===== src/sv/esc_pkg.sv =====
// Shared types and constants for the end-stop crossing scanner.
package esc_pkg;

  typedef enum logic [2:0] {
    PH_IDLE  = 3'd0,
    PH_SEEK  = 3'd1,
    PH_CLEAR = 3'd2,
    PH_DONE  = 3'd3,
    PH_ERR   = 3'd4
  } phase_t;

  typedef enum logic [1:0] {
    MODE_START  = 2'd0,
    MODE_EDGE   = 2'd1,
    MODE_SAMPLE = 2'd2,
    MODE_TICK   = 2'd3
  } mode_t;

  typedef enum logic [1:0] {
    REG_PASSES_WANTED  = 2'd0,
    REG_CLEAR_STEPS    = 2'd1,
    REG_TIMEOUT_MS     = 2'd2,
    REG_START_NEGATIVE = 2'd3
  } reg_idx_t;

  localparam logic [7:0]  PASSES_WANTED_RST  = 8'd1;
  localparam logic [15:0] CLEAR_STEPS_RST    = 16'd100;
  localparam logic [31:0] TIMEOUT_MS_RST     = 32'd30000;
  localparam logic        START_NEGATIVE_RST = 1'b0;

  localparam int PASSES_MAX = 255;

  typedef struct packed {
    logic [7:0]  passes_wanted;
    logic [15:0] clear_steps;
    logic [31:0] timeout_ms;
    logic        start_negative;
  } cfg_t;

  typedef struct packed {
    logic [15:0] edge_count;
    logic [7:0]  passes_count;
    logic [31:0] region_width;
    logic [31:0] leave_position;
    logic [31:0] enter_position;
    logic        pass_done;
    logic [2:0]  phase;
    logic        move_negative;
    logic        stop_motion;
    logic        start_rotate;
  } result_t;

endpackage


===== src/sv/endstop_crossing_scanner_top.sv =====
// Top level of the end-stop crossing scanner: input register, scan state, result register.
//
// Usage:
//   in_*   stream of words: tuser carries mode and entered, tdata the position.
//          mode 0 starts a scan, 1 is an end-stop edge, 2 a position sample,
//          3 a millisecond tick.
//   out_*  one result word per input word, in order, packed into tdata.
//   cfg_*  APB-style register port: passes_wanted at 0x0, clear_steps at 0x4,
//          timeout_ms at 0x8, start_negative at 0xC. Write only while idle.
// Timing:
//   A word accepted into the input register is evaluated against the scan
//   state when it advances, and its result and the new state are registered
//   together in the result register and the state registers. One word per
//   cycle sustained while out_tready is high; the step logic is combinational.
// Reset:
//   rst_n low clears the valid flags of both registers, puts the scan in idle
//   with zeroed counters and loads the register defaults.
// Stalls:
//   With out_tready low the result register holds, one more word waits in the
//   input register, and in_tready drops until the result is taken.
module endstop_crossing_scanner_top #(
  parameter int POS_BITS        = 32,
  parameter int EDGE_COUNT_BITS = 16
) (
  input  logic         clk,
  input  logic         rst_n,
  input  logic         in_tvalid,
  output logic         in_tready,
  input  logic [31:0]  in_tdata,   // [31:0] position
  input  logic [2:0]   in_tuser,   // [1:0] mode, [2] entered
  output logic         out_tvalid,
  input  logic         out_tready,
  // [0] start_rotate, [1] stop_motion, [2] move_negative, [5:3] phase,
  // [6] pass_done, [38:7] enter_position, [70:39] leave_position,
  // [102:71] region_width, [110:103] passes_count, [126:111] edge_count,
  // [127] zero
  output logic [127:0] out_tdata,
  input  logic         cfg_psel,
  input  logic         cfg_penable,
  input  logic         cfg_pwrite,
  input  logic [3:0]   cfg_paddr,
  input  logic [31:0]  cfg_pwdata,
  output logic [31:0]  cfg_prdata,
  output logic         cfg_pready
);

  esc_pkg::cfg_t cfg;

  logic                         in_valid_r;
  esc_pkg::mode_t               in_mode_r;
  logic                         in_entered_r;
  logic signed [POS_BITS-1:0]   in_pos_r;
  logic                         in_acc;
  logic                         adv;

  esc_pkg::phase_t              phase_r, phase_nxt;
  logic                         heading_r, heading_nxt;
  logic                         enter_seen_r, enter_seen_nxt;
  logic signed [POS_BITS-1:0]   enter_mark_r, enter_mark_nxt;
  logic signed [POS_BITS-1:0]   clear_origin_r, clear_origin_nxt;
  logic [7:0]                   passes_r, passes_nxt;
  logic [EDGE_COUNT_BITS-1:0]   edges_r, edges_nxt;
  logic [31:0]                  elapsed_r, elapsed_nxt;

  esc_pkg::result_t             res_nxt, res_r;
  logic                         out_valid_r;

  esc_cfg u_cfg (
    .clk     (clk),
    .rst_n   (rst_n),
    .psel    (cfg_psel),
    .penable (cfg_penable),
    .pwrite  (cfg_pwrite),
    .paddr   (cfg_paddr),
    .pwdata  (cfg_pwdata),
    .prdata  (cfg_prdata),
    .pready  (cfg_pready),
    .cfg     (cfg)
  );

  esc_step #(
    .POS_BITS        (POS_BITS),
    .EDGE_COUNT_BITS (EDGE_COUNT_BITS)
  ) u_step (
    .cfg              (cfg),
    .mode             (in_mode_r),
    .entered          (in_entered_r),
    .pos              (in_pos_r),
    .phase            (phase_r),
    .heading          (heading_r),
    .enter_seen       (enter_seen_r),
    .enter_mark       (enter_mark_r),
    .clear_origin     (clear_origin_r),
    .passes           (passes_r),
    .edges            (edges_r),
    .elapsed          (elapsed_r),
    .phase_nxt        (phase_nxt),
    .heading_nxt      (heading_nxt),
    .enter_seen_nxt   (enter_seen_nxt),
    .enter_mark_nxt   (enter_mark_nxt),
    .clear_origin_nxt (clear_origin_nxt),
    .passes_nxt       (passes_nxt),
    .edges_nxt        (edges_nxt),
    .elapsed_nxt      (elapsed_nxt),
    .res              (res_nxt)
  );

  assign adv       = in_valid_r && (!out_valid_r || out_tready);
  assign in_tready = !in_valid_r || adv;
  assign in_acc    = in_tvalid && in_tready;

  always_ff @(posedge clk) begin
    if (!rst_n) begin
      in_valid_r <= 1'b0;
    end else if (in_acc) begin
      in_valid_r <= 1'b1;
    end else if (adv) begin
      in_valid_r <= 1'b0;
    end
  end

  always_ff @(posedge clk) begin
    if (in_acc) begin
      in_mode_r    <= esc_pkg::mode_t'(in_tuser[1:0]);
      in_entered_r <= in_tuser[2];
      in_pos_r     <= in_tdata[POS_BITS-1:0];
    end
  end

  always_ff @(posedge clk) begin
    if (!rst_n) begin
      phase_r        <= esc_pkg::PH_IDLE;
      heading_r      <= 1'b0;
      enter_seen_r   <= 1'b0;
      enter_mark_r   <= '0;
      clear_origin_r <= '0;
      passes_r       <= '0;
      edges_r        <= '0;
      elapsed_r      <= '0;
    end else if (adv) begin
      phase_r        <= phase_nxt;
      heading_r      <= heading_nxt;
      enter_seen_r   <= enter_seen_nxt;
      enter_mark_r   <= enter_mark_nxt;
      clear_origin_r <= clear_origin_nxt;
      passes_r       <= passes_nxt;
      edges_r        <= edges_nxt;
      elapsed_r      <= elapsed_nxt;
    end
  end

  always_ff @(posedge clk) begin
    if (!rst_n) begin
      out_valid_r <= 1'b0;
    end else if (adv) begin
      out_valid_r <= 1'b1;
    end else if (out_tready) begin
      out_valid_r <= 1'b0;
    end
  end

  always_ff @(posedge clk) begin
    if (adv) res_r <= res_nxt;
  end

  assign out_tvalid = out_valid_r;
  assign out_tdata  = {1'b0, res_r};

endmodule


===== src/sv/esc_cfg.sv =====
// APB-style configuration registers of the end-stop crossing scanner.
module esc_cfg (
  input  logic          clk,
  input  logic          rst_n,
  input  logic          psel,
  input  logic          penable,
  input  logic          pwrite,
  input  logic [3:0]    paddr,
  input  logic [31:0]   pwdata,
  output logic [31:0]   prdata,
  output logic          pready,
  output esc_pkg::cfg_t cfg
);

  esc_pkg::cfg_t    cfg_r;
  esc_pkg::reg_idx_t idx;
  logic             wr_en;

  assign idx    = esc_pkg::reg_idx_t'(paddr[3:2]);
  assign pready = 1'b1;
  assign wr_en  = psel && penable && pwrite;
  assign cfg    = cfg_r;

  always_ff @(posedge clk) begin
    if (!rst_n) begin
      cfg_r.passes_wanted  <= esc_pkg::PASSES_WANTED_RST;
      cfg_r.clear_steps    <= esc_pkg::CLEAR_STEPS_RST;
      cfg_r.timeout_ms     <= esc_pkg::TIMEOUT_MS_RST;
      cfg_r.start_negative <= esc_pkg::START_NEGATIVE_RST;
    end else if (wr_en) begin
      unique case (idx)
        esc_pkg::REG_PASSES_WANTED:  cfg_r.passes_wanted  <= pwdata[7:0];
        esc_pkg::REG_CLEAR_STEPS:    cfg_r.clear_steps    <= pwdata[15:0];
        esc_pkg::REG_TIMEOUT_MS:     cfg_r.timeout_ms     <= pwdata;
        esc_pkg::REG_START_NEGATIVE: cfg_r.start_negative <= pwdata[0];
      endcase
    end
  end

  always_comb begin
    unique case (idx)
      esc_pkg::REG_PASSES_WANTED:  prdata = {24'd0, cfg_r.passes_wanted};
      esc_pkg::REG_CLEAR_STEPS:    prdata = {16'd0, cfg_r.clear_steps};
      esc_pkg::REG_TIMEOUT_MS:     prdata = cfg_r.timeout_ms;
      esc_pkg::REG_START_NEGATIVE: prdata = {31'd0, cfg_r.start_negative};
    endcase
  end

endmodule


===== src/sv/esc_step.sv =====
// Per-word next-state and result logic of the end-stop crossing scanner.
module esc_step #(
  parameter int POS_BITS        = 32,
  parameter int EDGE_COUNT_BITS = 16
) (
  input  esc_pkg::cfg_t                cfg,
  input  esc_pkg::mode_t               mode,
  input  logic                         entered,
  input  logic signed [POS_BITS-1:0]   pos,
  input  esc_pkg::phase_t              phase,
  input  logic                         heading,
  input  logic                         enter_seen,
  input  logic signed [POS_BITS-1:0]   enter_mark,
  input  logic signed [POS_BITS-1:0]   clear_origin,
  input  logic [7:0]                   passes,
  input  logic [EDGE_COUNT_BITS-1:0]   edges,
  input  logic [31:0]                  elapsed,
  output esc_pkg::phase_t              phase_nxt,
  output logic                         heading_nxt,
  output logic                         enter_seen_nxt,
  output logic signed [POS_BITS-1:0]   enter_mark_nxt,
  output logic signed [POS_BITS-1:0]   clear_origin_nxt,
  output logic [7:0]                   passes_nxt,
  output logic [EDGE_COUNT_BITS-1:0]   edges_nxt,
  output logic [31:0]                  elapsed_nxt,
  output esc_pkg::result_t             res
);

  localparam int EW = (EDGE_COUNT_BITS > 16) ? EDGE_COUNT_BITS : 16;

  logic signed [POS_BITS:0]   width_diff;
  logic signed [POS_BITS:0]   clr_diff;
  logic [POS_BITS-1:0]        width_abs;
  logic [POS_BITS-1:0]        clr_abs;
  logic [31:0]                elapsed_inc;
  logic [EW-1:0]              edges_ext;

  assign width_diff = (POS_BITS+1)'(enter_mark) - (POS_BITS+1)'(pos);
  assign width_abs  = width_diff[POS_BITS] ? POS_BITS'(-width_diff)
                                           : POS_BITS'(width_diff);
  assign clr_diff   = (POS_BITS+1)'(pos) - (POS_BITS+1)'(clear_origin);
  assign clr_abs    = clr_diff[POS_BITS] ? POS_BITS'(-clr_diff)
                                         : POS_BITS'(clr_diff);
  assign elapsed_inc = (elapsed != '1) ? elapsed + 32'd1 : elapsed;
  assign edges_ext   = EW'(edges_nxt);

  always_comb begin
    phase_nxt        = phase;
    heading_nxt      = heading;
    enter_seen_nxt   = enter_seen;
    enter_mark_nxt   = enter_mark;
    clear_origin_nxt = clear_origin;
    passes_nxt       = passes;
    edges_nxt        = edges;
    elapsed_nxt      = elapsed;
    res              = '0;

    unique case (mode)
      esc_pkg::MODE_START: begin
        passes_nxt       = '0;
        edges_nxt        = '0;
        enter_seen_nxt   = 1'b0;
        elapsed_nxt      = '0;
        heading_nxt      = cfg.start_negative;
        phase_nxt        = esc_pkg::PH_SEEK;
        res.start_rotate = 1'b1;
      end
      esc_pkg::MODE_EDGE: begin
        if (phase == esc_pkg::PH_SEEK) begin
          if (edges != '1) edges_nxt = edges + EDGE_COUNT_BITS'(1);
          if (entered) begin
            enter_seen_nxt = 1'b1;
            enter_mark_nxt = pos;
          end else if (enter_seen) begin
            enter_seen_nxt = 1'b0;
            if (passes != 8'(esc_pkg::PASSES_MAX)) passes_nxt = passes + 8'd1;
            res.pass_done      = 1'b1;
            res.enter_position = 32'(enter_mark);
            res.leave_position = 32'(pos);
            res.region_width   = 32'(width_abs);
            clear_origin_nxt   = pos;
            phase_nxt          = esc_pkg::PH_CLEAR;
          end
        end
      end
      esc_pkg::MODE_SAMPLE: begin
        if (phase == esc_pkg::PH_CLEAR &&
            clr_abs >= POS_BITS'(cfg.clear_steps)) begin
          res.stop_motion = 1'b1;
          if (passes >= cfg.passes_wanted) begin
            phase_nxt = esc_pkg::PH_DONE;
          end else begin
            heading_nxt      = ~heading;
            enter_seen_nxt   = 1'b0;
            res.start_rotate = 1'b1;
            phase_nxt        = esc_pkg::PH_SEEK;
          end
        end
      end
      esc_pkg::MODE_TICK: begin
        if (phase == esc_pkg::PH_SEEK || phase == esc_pkg::PH_CLEAR) begin
          elapsed_nxt = elapsed_inc;
          if (elapsed_inc > cfg.timeout_ms) begin
            res.stop_motion = 1'b1;
            phase_nxt       = esc_pkg::PH_ERR;
          end
        end
      end
    endcase

    res.move_negative = heading_nxt;
    res.phase         = phase_nxt;
    res.passes_count  = passes_nxt;
    res.edge_count    = edges_ext[15:0];
  end

endmodule

===== config.mk =====
export PLATFORM = sky130hd
export DESIGN_NAME = endstop_crossing_scanner_top
export DESIGN_NICKNAME = d
export VERILOG_FILES = /design/src/sv/esc_pkg.sv /design/src/sv/endstop_crossing_scanner_top.sv /design/src/sv/esc_cfg.sv /design/src/sv/esc_step.sv
export SDC_FILE = /design/constraint.sdc
export NUM_CORES = 1
export LEC_CHECK = 0
export ABC_AREA = 1
export BUFFER_PORTS_ARGS = -buffer_cell sky130_fd_sc_hd__buf_4
export CORE_MARGIN = 8
export CORE_UTILIZATION = 67
export CTS_BUF_LIST = sky130_fd_sc_hd__clkbuf_8
export CTS_CLUSTER_DIAMETER = 60
export DETAILED_ROUTE_END_ITERATION = 16
export GPL_TIMING_DRIVEN = 0
export PLACE_DENSITY_LB_ADDON = 0.2
export SLEW_MARGIN = 20
export SYNTH_ARGS = -nofsm -noshare
export SYNTH_HDL_FRONTEND = slang
export SYNTH_HIERARCHICAL = 1
export SYNTH_SLANG_ARGS = --single-unit

===== constraint.sdc =====
create_clock -name clk -period 22.4 [get_ports clk]
set_input_delay 1.12 -clock clk [delete_from_list [all_inputs] [get_ports clk]]
set_output_delay 1.12 -clock clk [all_outputs]
set_load 0.05 [all_outputs]

==> results.md, run 1 <==
* Synth Flop Type: dfxtp_1
* Most area-consuming cells after synthesis: edfxtp_1 20%, dfxtp_1 15%, nand2_1 13%
* Post-Syn Nets at 3924
* Post-Place Cells at 4425
* Yosys reg bits at 346
* Setup Skew at 33.2 ps
* Post-CTS Hold Fix Bufs at 0
* TritonCTS clock tree: built
* Pwr/cell area at 62.6 nW/um^2
* Remaining antenna violation count at 0
* CP peak stage delay at 410 ps
* Leak at 13.4 nW
* Post-route DRC at 0
* Avg Cell Area, Syn at 6.70 um^2
* Clock Latency Late Sink at 660 ps
* Final wirelength at 79.9 mm
* Final core occ at 77.8%
* Total global routing track utilization at 35.1%
* Antenna violations before repair at 0
* Fin. Hold Viols at 0
* Starting density of the core at 68.0%
* Gp weighted congestion at 1.01
* Vias in the first global route at 23720
* Sequential-to-total area share from yosys stat at 34.3%
* Main combinational cell family by area after synthesis: simple AND/OR/NAND/NOR gates
* Chip width at 209 um
* Port buffer count at 235
* Layout area overhead at 14.3%
* Final std cells w/o fill at 4523
* Req. time, crit path at 22820 ps
* Post-CTS Setup Bufs at 0
* Synthesized area at 24900 um^2
* Max H-tree Level at 2
* Synth Area in Compound Gates at 11.9%
* Max_slew headroom at 22.9%
* First-pass GRT wire length at 124 mm
* Area share of the largest cell type after synthesis at 19.5%
* Synth warnings at 6
* Ports at 241
* Die area at 43600 um^2
* XOR/XNOR Fraction of Synth Area at 2.86%
* Startpoint types: flop
* Top cell by count, worst path: nand2_1
* Crit share post-route at 25.9%
* Commonest cells post-synth: 830 x nand2_1, 635 x inv_1, 504 x nor2_1, 301 x nand3_1, 277 x a21oi_1
* Post-synthesis simple-gate area fraction at 30.8%
* Post-Syn Instances at 3715
* Status: finished, final reports clean
* Hpwl dp at 62.2 mm
* Worst Setup Path Type: flop to flop
* Clock buffer depth at 3
* CTS root buf: clkbuf_8
* Worst Tran Pin Value at 1140 ps
* Post-DR wirelength/cell at 17.7 um
* RSZ-0062 raised after global routing: false
* Fmax at 172 MHz
* Ant diodes at 0
* Post-CTS sizing at 0
* Crit. End Element: flop
* Adder-cell share of the synthesized area at 6.64%
* Via count at 25964
* DR vias/cell at 5.74
* Distinct cells, synth at 56
* Largest net degree at the start of global routing at 33
* Worst vdd ir at 0.0000450 V
* Core Box Area at 36600 um^2
* CP max FO at 10
* Layout cells sized above 1 at 12.7%
* Area leader, netlist: edfxtp_1
* CTS Buf Count at 54
* Grt total ovfl at 0
* Clock Sinks at 346
* Number of flops mapped to enable cells by yosys at 162
* Tmin final at 5800 ps
* Max stage delay cell, worst path: fa_1
* Std-Cell Rows at 70
* Max Cap Viol at 0
* Setup TNS at 0 ps
* Mux cell area share after synthesis at 0.161%
* Pins Over Slew Limit at 0
* Initial DRC Count at 2993
* Height of the die at 209 um
* Worst Hold Class: flop to flop
* Final nets at 4222
* Clock-pin slew on the worst setup and hold paths at 60 ps
* Count leader, synth: nand2_1
* Fillers at 2924
* Final setup violation count at 0
* WP data arrival at 6220 ps
* Drt first pass iters at 7
* Asr flop ratio synth at 0%
sequential cells by signal, summed over array words and instances (netlist names):
signal          flops
out_tdata         127
u_cfg/cfg          57
clear_origin_r     32
elapsed_r          32
enter_mark_r       32
in_pos_r           32
edges_r            16
passes_r            8
phase_r             3
in_mode_r           2
enter_seen_r        1
heading_r           1
in_entered_r        1
in_valid_r          1
out_tvalid          1
worst max-delay path: cells and delay by family (launching register included):
kind | cells | cell delay (ps)
simple gates | 16 | 1820
buf+inv | 5 | 1120
compound gates | 7 | 1100
fa+ha+maj | 3 | 960
flops | 1 | 360
xor+xnor | 1 | 190
power by group:
group	total [mW]	internal, mW	switching [mW]
combinational	0.534	0.174	0.360
sequential	0.717	0.691	0.0259
clock	0.532	0.265	0.266
cell type report:
class | count | area [um^2] | share of cell area [%]
buffer | 165 | 886 | 3.11
inverter | 649 | 2440 | 8.55
clock inverter | 43 | 282 | 0.988
sequential | 346 | 8550 | 30.0
multi-input combinational | 2555 | 13000 | 45.8
tap | 468 | 586 | 2.06
clock buffer | 55 | 757 | 2.66
timing repair buffer | 242 | 1940 | 6.80
cells in the final DEF, fill, tap and decap left out, types with 54 or more instances in the layout:
master	Yosys	routed
clkbuf_8	0	55
nand3_1	301	301
dfxtp_1	184	184
inv_1	635	651
clkbuf_1	54	54
o21ai_0	134	134
ha_1	129	129
a21oi_1	277	276
nor2_1	504	504
nand2_1	830	830
xor2_1	56	56
buf_4	53	288
edfxtp_1	162	162
per-stage QoR:
step	area, um^2	worst slack [ps]	power [mW]	hold WS (ps)
detailed placement	27400	16700	1.25	468
finish	28500	16600	1.78	486
CTS	28500	16680	1.77	484
global placement	27300	12050	1.23	461
global route	28500	16210	1.87	505
floorplan	24900	14450	1.10	451
path summary, 6_finish.rpt:
kind | from | to | slack, ps | depth (start not counted)
setup / recovery | in_pos_r[0]$_DFFE_PP_ | out_tdata[3]$_DFFE_PP_ | 16600 | 32
hold / removal | clear_origin_r[16]$_SDFFE_PN0P_ | clear_origin_r[16]$_SDFFE_PN0P_ | 490 | 2
setup reg to reg | in_pos_r[0]$_DFFE_PP_ | out_tdata[3]$_DFFE_PP_ | 16600 | 32
hold reg to reg | clear_origin_r[16]$_SDFFE_PN0P_ | clear_origin_r[16]$_SDFFE_PN0P_ | 490 | 2
metal layers:
| metal | global-route usage [%] | up-vias | wire length [um] |
|---|---|---|---|
| li1 | - | 12425 | - |
| met1 | 44.9 | 11762 | 31500 |
| met2 | 56.4 | 1539 | 35600 |
| met3 | 6.55 | 238 | 8670 |
| met4 | 17.5 | 0 | 4120 |
| met5 | 0 | - | 0 |
cell families after synthesis:
| family | Yosys count |
|---|---|
| and+or+nand+nor | 1813 |
| buffers and inverters | 814 |
| AOI/OAI and AO/OA | 528 |
| DFF | 346 |
| adders and majority gates | 131 |
| xor gates and xnor gates | 77 |
| muxes | 4 |
| other | 2 |
(Power assumes the default switching activity.)
==> inputs of run 2 (changes only) <==
--- a/config.mk
+++ b/config.mk
@@ -8,7 +8,7 @@
 export ABC_AREA = 1
 export BUFFER_PORTS_ARGS = -buffer_cell sky130_fd_sc_hd__buf_4
 export CORE_MARGIN = 8
-export CORE_UTILIZATION = 67
+export CORE_UTILIZATION = 62
 export CTS_BUF_LIST = sky130_fd_sc_hd__clkbuf_8
 export CTS_CLUSTER_DIAMETER = 60
 export DETAILED_ROUTE_END_ITERATION = 16
==> constraint.sdc (replaced) <==
create_clock -name clk -period 6 [get_ports clk]
set_input_delay 0.3 -clock clk [delete_from_list [all_inputs] [get_ports clk]]
set_output_delay 0.3 -clock clk [all_outputs]
set_load 0.05 [all_outputs]
==> run 2 against run 1 <==
- power rose to 3.9 times the previous value
- critical path depth increased by 3
- register-to-register slack lost 16000 ps
- die area up 7.4%
- maximum frequency up 4.9%
- core utilization is 3.6 points lower
- first-iteration DRC count is 3.2% lower
- routed wire length increased by 2.8%
- cell count is 3.1% higher
- sequential cell count stayed put
- critical path type unchanged
- critical endpoint is now phase_r[1]$_SDFFE_PN0P_
- largest power group unchanged
==> results.md, run 2 (synthesized netlist as in run 1, its figures left out) <==
* Starting density of the core at 62.7% (-5.3 points)
* Max_slew headroom at 48.9% (+26 points)
* Antenna violations before repair at 0 (unchanged)
* Chip width at 216 um (+3.7%)
* Largest net degree at the start of global routing at 33 (unchanged)
* R2r endpoint: phase_r[1]$_SDFFE_PN0P_
* Layout cells sized above 1 at 12.7% (+0.036 points)
* Setup ws final at 472 ps (-16130 ps)
* Tmin final at 5530 ps (-272 ps)
* Clock buffer depth at 3 (unchanged)
* Status: finished, final reports clean
* Crit. End Element: flop
* Worst Hold Class: input pin to flop
* Max Cap Viol at 0 (unchanged)
* Core Box Area at 39700 um^2 (+8.5%)
* Worst vdd ir at 0.000164 V (+260%)
* Worst Setup Path Type: flop to flop
* Post-Place Cells at 4482 (+1.3%)
* Ant diodes at 0 (unchanged)
* Layout area overhead at 18.4%
* Clock Latency Late Sink at 690 ps (+30 ps)
* Leading cell type in the layout, fill and taps excluded: nand2_1
* Worst r2r src: in_pos_r[0]$_DFFE_PP_
* Reg2reg setup slack at 470 ps (-16130 ps)
* Total global routing track utilization at 33.8% (-1.3 points)
* Final setup violation count at 0 (unchanged)
* TritonCTS clock tree: built
* Setup Skew at 31.9 ps (-1.29 ps)
* Hold Crit Endpoint: u_cfg/cfg[0]$_SDFFE_PN0P_
* Critical hold path startpoint: cfg_paddr[3]
* CTS Buf Count at 59 (+9.3%)
* M2 GR Usage at 55.9% (-0.48 points)
* Worst r2r path cells at 35 (+9.4%)
* Post-route DRC at 0 (unchanged)
* Drt first pass iters at 6 (-1)
* Startpoint types: flop
* Initial DRC Count at 2898 (-3.2%)
* Vias in the first global route at 23986 (+1.1%)
* Pwr/cell area at 238 nW/um^2 (+280%)
* Worst Tran Pin Value at 754 ps (-387 ps)
* Crit share post-route at 92.1% (+66 points)
* Height of the die at 216 um (+3.7%)
* Pins Over Slew Limit at 0 (unchanged)
* Leak at 13.9 nW (+3.0%)
* Fin. Hold Viols at 0 (unchanged)
* Final std cells w/o fill at 4663 (+3.1%)
* Final wirelength at 82.1 mm (+2.8%)
* Port buffer count at 235 (unchanged)
* Post-DR wirelength/cell at 17.6 um (-0.29%)
* Gp weighted congestion at 1.00 (-0.82%)
* Std-Cell Rows at 73 (+4.3%)
* Top cell by count, worst path: nand2_1
* Most Crowded Layer GR: met2
* Hold depth at 5 (+3)
* CTS root buf: clkbuf_8
* Post-place setup slack at 334 ps (-16370 ps)
* Max stage delay cell, worst path: edfxtp_1
* Routing usage on met1 at 41.8% (-3.0 points)
* Clock-pin slew on the worst setup and hold paths at 70 ps (about the same)
* Post-CTS Setup Bufs at 0 (unchanged)
* Ports at 241 (unchanged)
* WP data arrival at 6140 ps (-80 ps)
* Remaining antenna violation count at 0 (unchanged)
* Pwr Total at 7.03 mW (+290%)
* Max reg flops at 127 (unchanged)
* DR vias/cell at 5.53 (-3.7%)
* GR Util met3 at 6.00% (-0.55 points)
* Grt total ovfl at 0 (unchanged)
* RSZ-0062 raised after global routing: false
* Hpwl dp at 63.0 mm (+1.3%)
* Die area at 46800 um^2 (+7.4%)
* Req. time, crit path at 6610 ps (-16210 ps)
* Most frequent cells in the layout: 830 x nand2_1, 650 x inv_1, 504 x nor2_1, 301 x nand3_1, 288 x buf_4
* Max H-tree Level at 2 (unchanged)
* CP max FO at 19 (+9)
* Clock Sinks at 346 (unchanged)
* Final nets at 4297 (+1.8%)
* Fmax at 181 MHz (+4.9%)
* Via count at 25780 (-0.71%)
* First-pass GRT wire length at 128 mm (+3.1%)
* CP peak stage delay at 440 ps (+30 ps)
-- run 2: cell types whose count changed in the layout (fill, tap and decap cells not counted), sizes merged --
cell	change
clkbuf	+13
dlygate4sd3	+71
bufinv	+2
clkinvlp	-1
clkinv	-1
buf	-1
-- run 2: critical path, delay by kind of cell, from the launching register on --
| family | cells | cell delay (ps) |
|---|---|---|
| AND/OR/NAND/NOR | 20 | 2050 |
| AO/OA/AOI/OAI | 7 | 1010 |
| adder cells (fa/ha/maj) | 3 | 990 |
| buffers and inverters | 4 | 690 |
| flip-flops | 1 | 440 |
| XOR/XNOR | 1 | 270 |
-- run 2: power breakdown --
group | leakage [nW] | internal, mW | switching (mW)
clock | 0.703 | 1.26 | 1.06
combinational | 10.0 | 0.676 | 1.36
sequential | 3.13 | 2.58 | 0.100
-- run 2: how the worst max path moves through the flow --
stage                       startpoint                       to  slack (ps)
6_report         in_pos_r[0]$_DFFE_PP_  phase_r[1]$_SDFFE_PN0P_         470
5_1_grt          in_pos_r[0]$_DFFE_PP_  phase_r[0]$_SDFFE_PN0P_          30
4_1_cts          in_pos_r[0]$_DFFE_PP_   out_tdata[3]$_DFFE_PP_         280
3_5_place_dp     in_pos_r[0]$_DFFE_PP_   out_tdata[3]$_DFFE_PP_         330
3_3_place_gp   in_valid_r$_SDFFE_PN0P_  out_tdata[68]$_DFFE_PP_        -410
2_1_floorplan  in_valid_r$_SDFFE_PN0P_   out_tdata[0]$_DFFE_PP_        1310
-- run 2: layout make-up --
class	count	area, um^2
multi-input cells	2555	13000
plain buffers	164	885
well taps	525	657
repair buffers	313	2660
inverters	649	2440
flip-flops and latches	346	8550
clock inverters	43	327
fillers	3281	10200
clock buffers	68	936
-- run 2: routing by layer --
| layer | part of all wire, % | vias up |
|---|---|---|
| met5 | 0 | - |
| met4 | 5.6 | 0 |
| met3 | 8.9 | 225 |
| met2 | 46 | 1300 |
| met1 | 40 | 11681 |
| li1 | - | 12574 |
-- run 2: timing repair --
| action | in CTS | in global routing |
|---|---|---|
| endpoints found under the hold margin | 92 | 0 |
| resized for setup | 0 | 2 |
| hold buffers | 71 | 0 |
| endpoints found under the setup margin | 0 | 11 |
-- run 2: through the flow --
stage / hold slack [ps] / cell area [um^2] / setup TNS, ps / utilization [%]
final: 57.2 / 29500 / 0 / 74.2
after global routing: 53.1 / 29500 / 0 / 74.2
after CTS: 20.7 / 29500 / 0 / 74.2
after detailed placement: 466 / 27500 / 0 / 69.3
after global placement: 460 / 27300 / -48180 / 68.8
after floorplan: 399 / 24900 / 0 / -
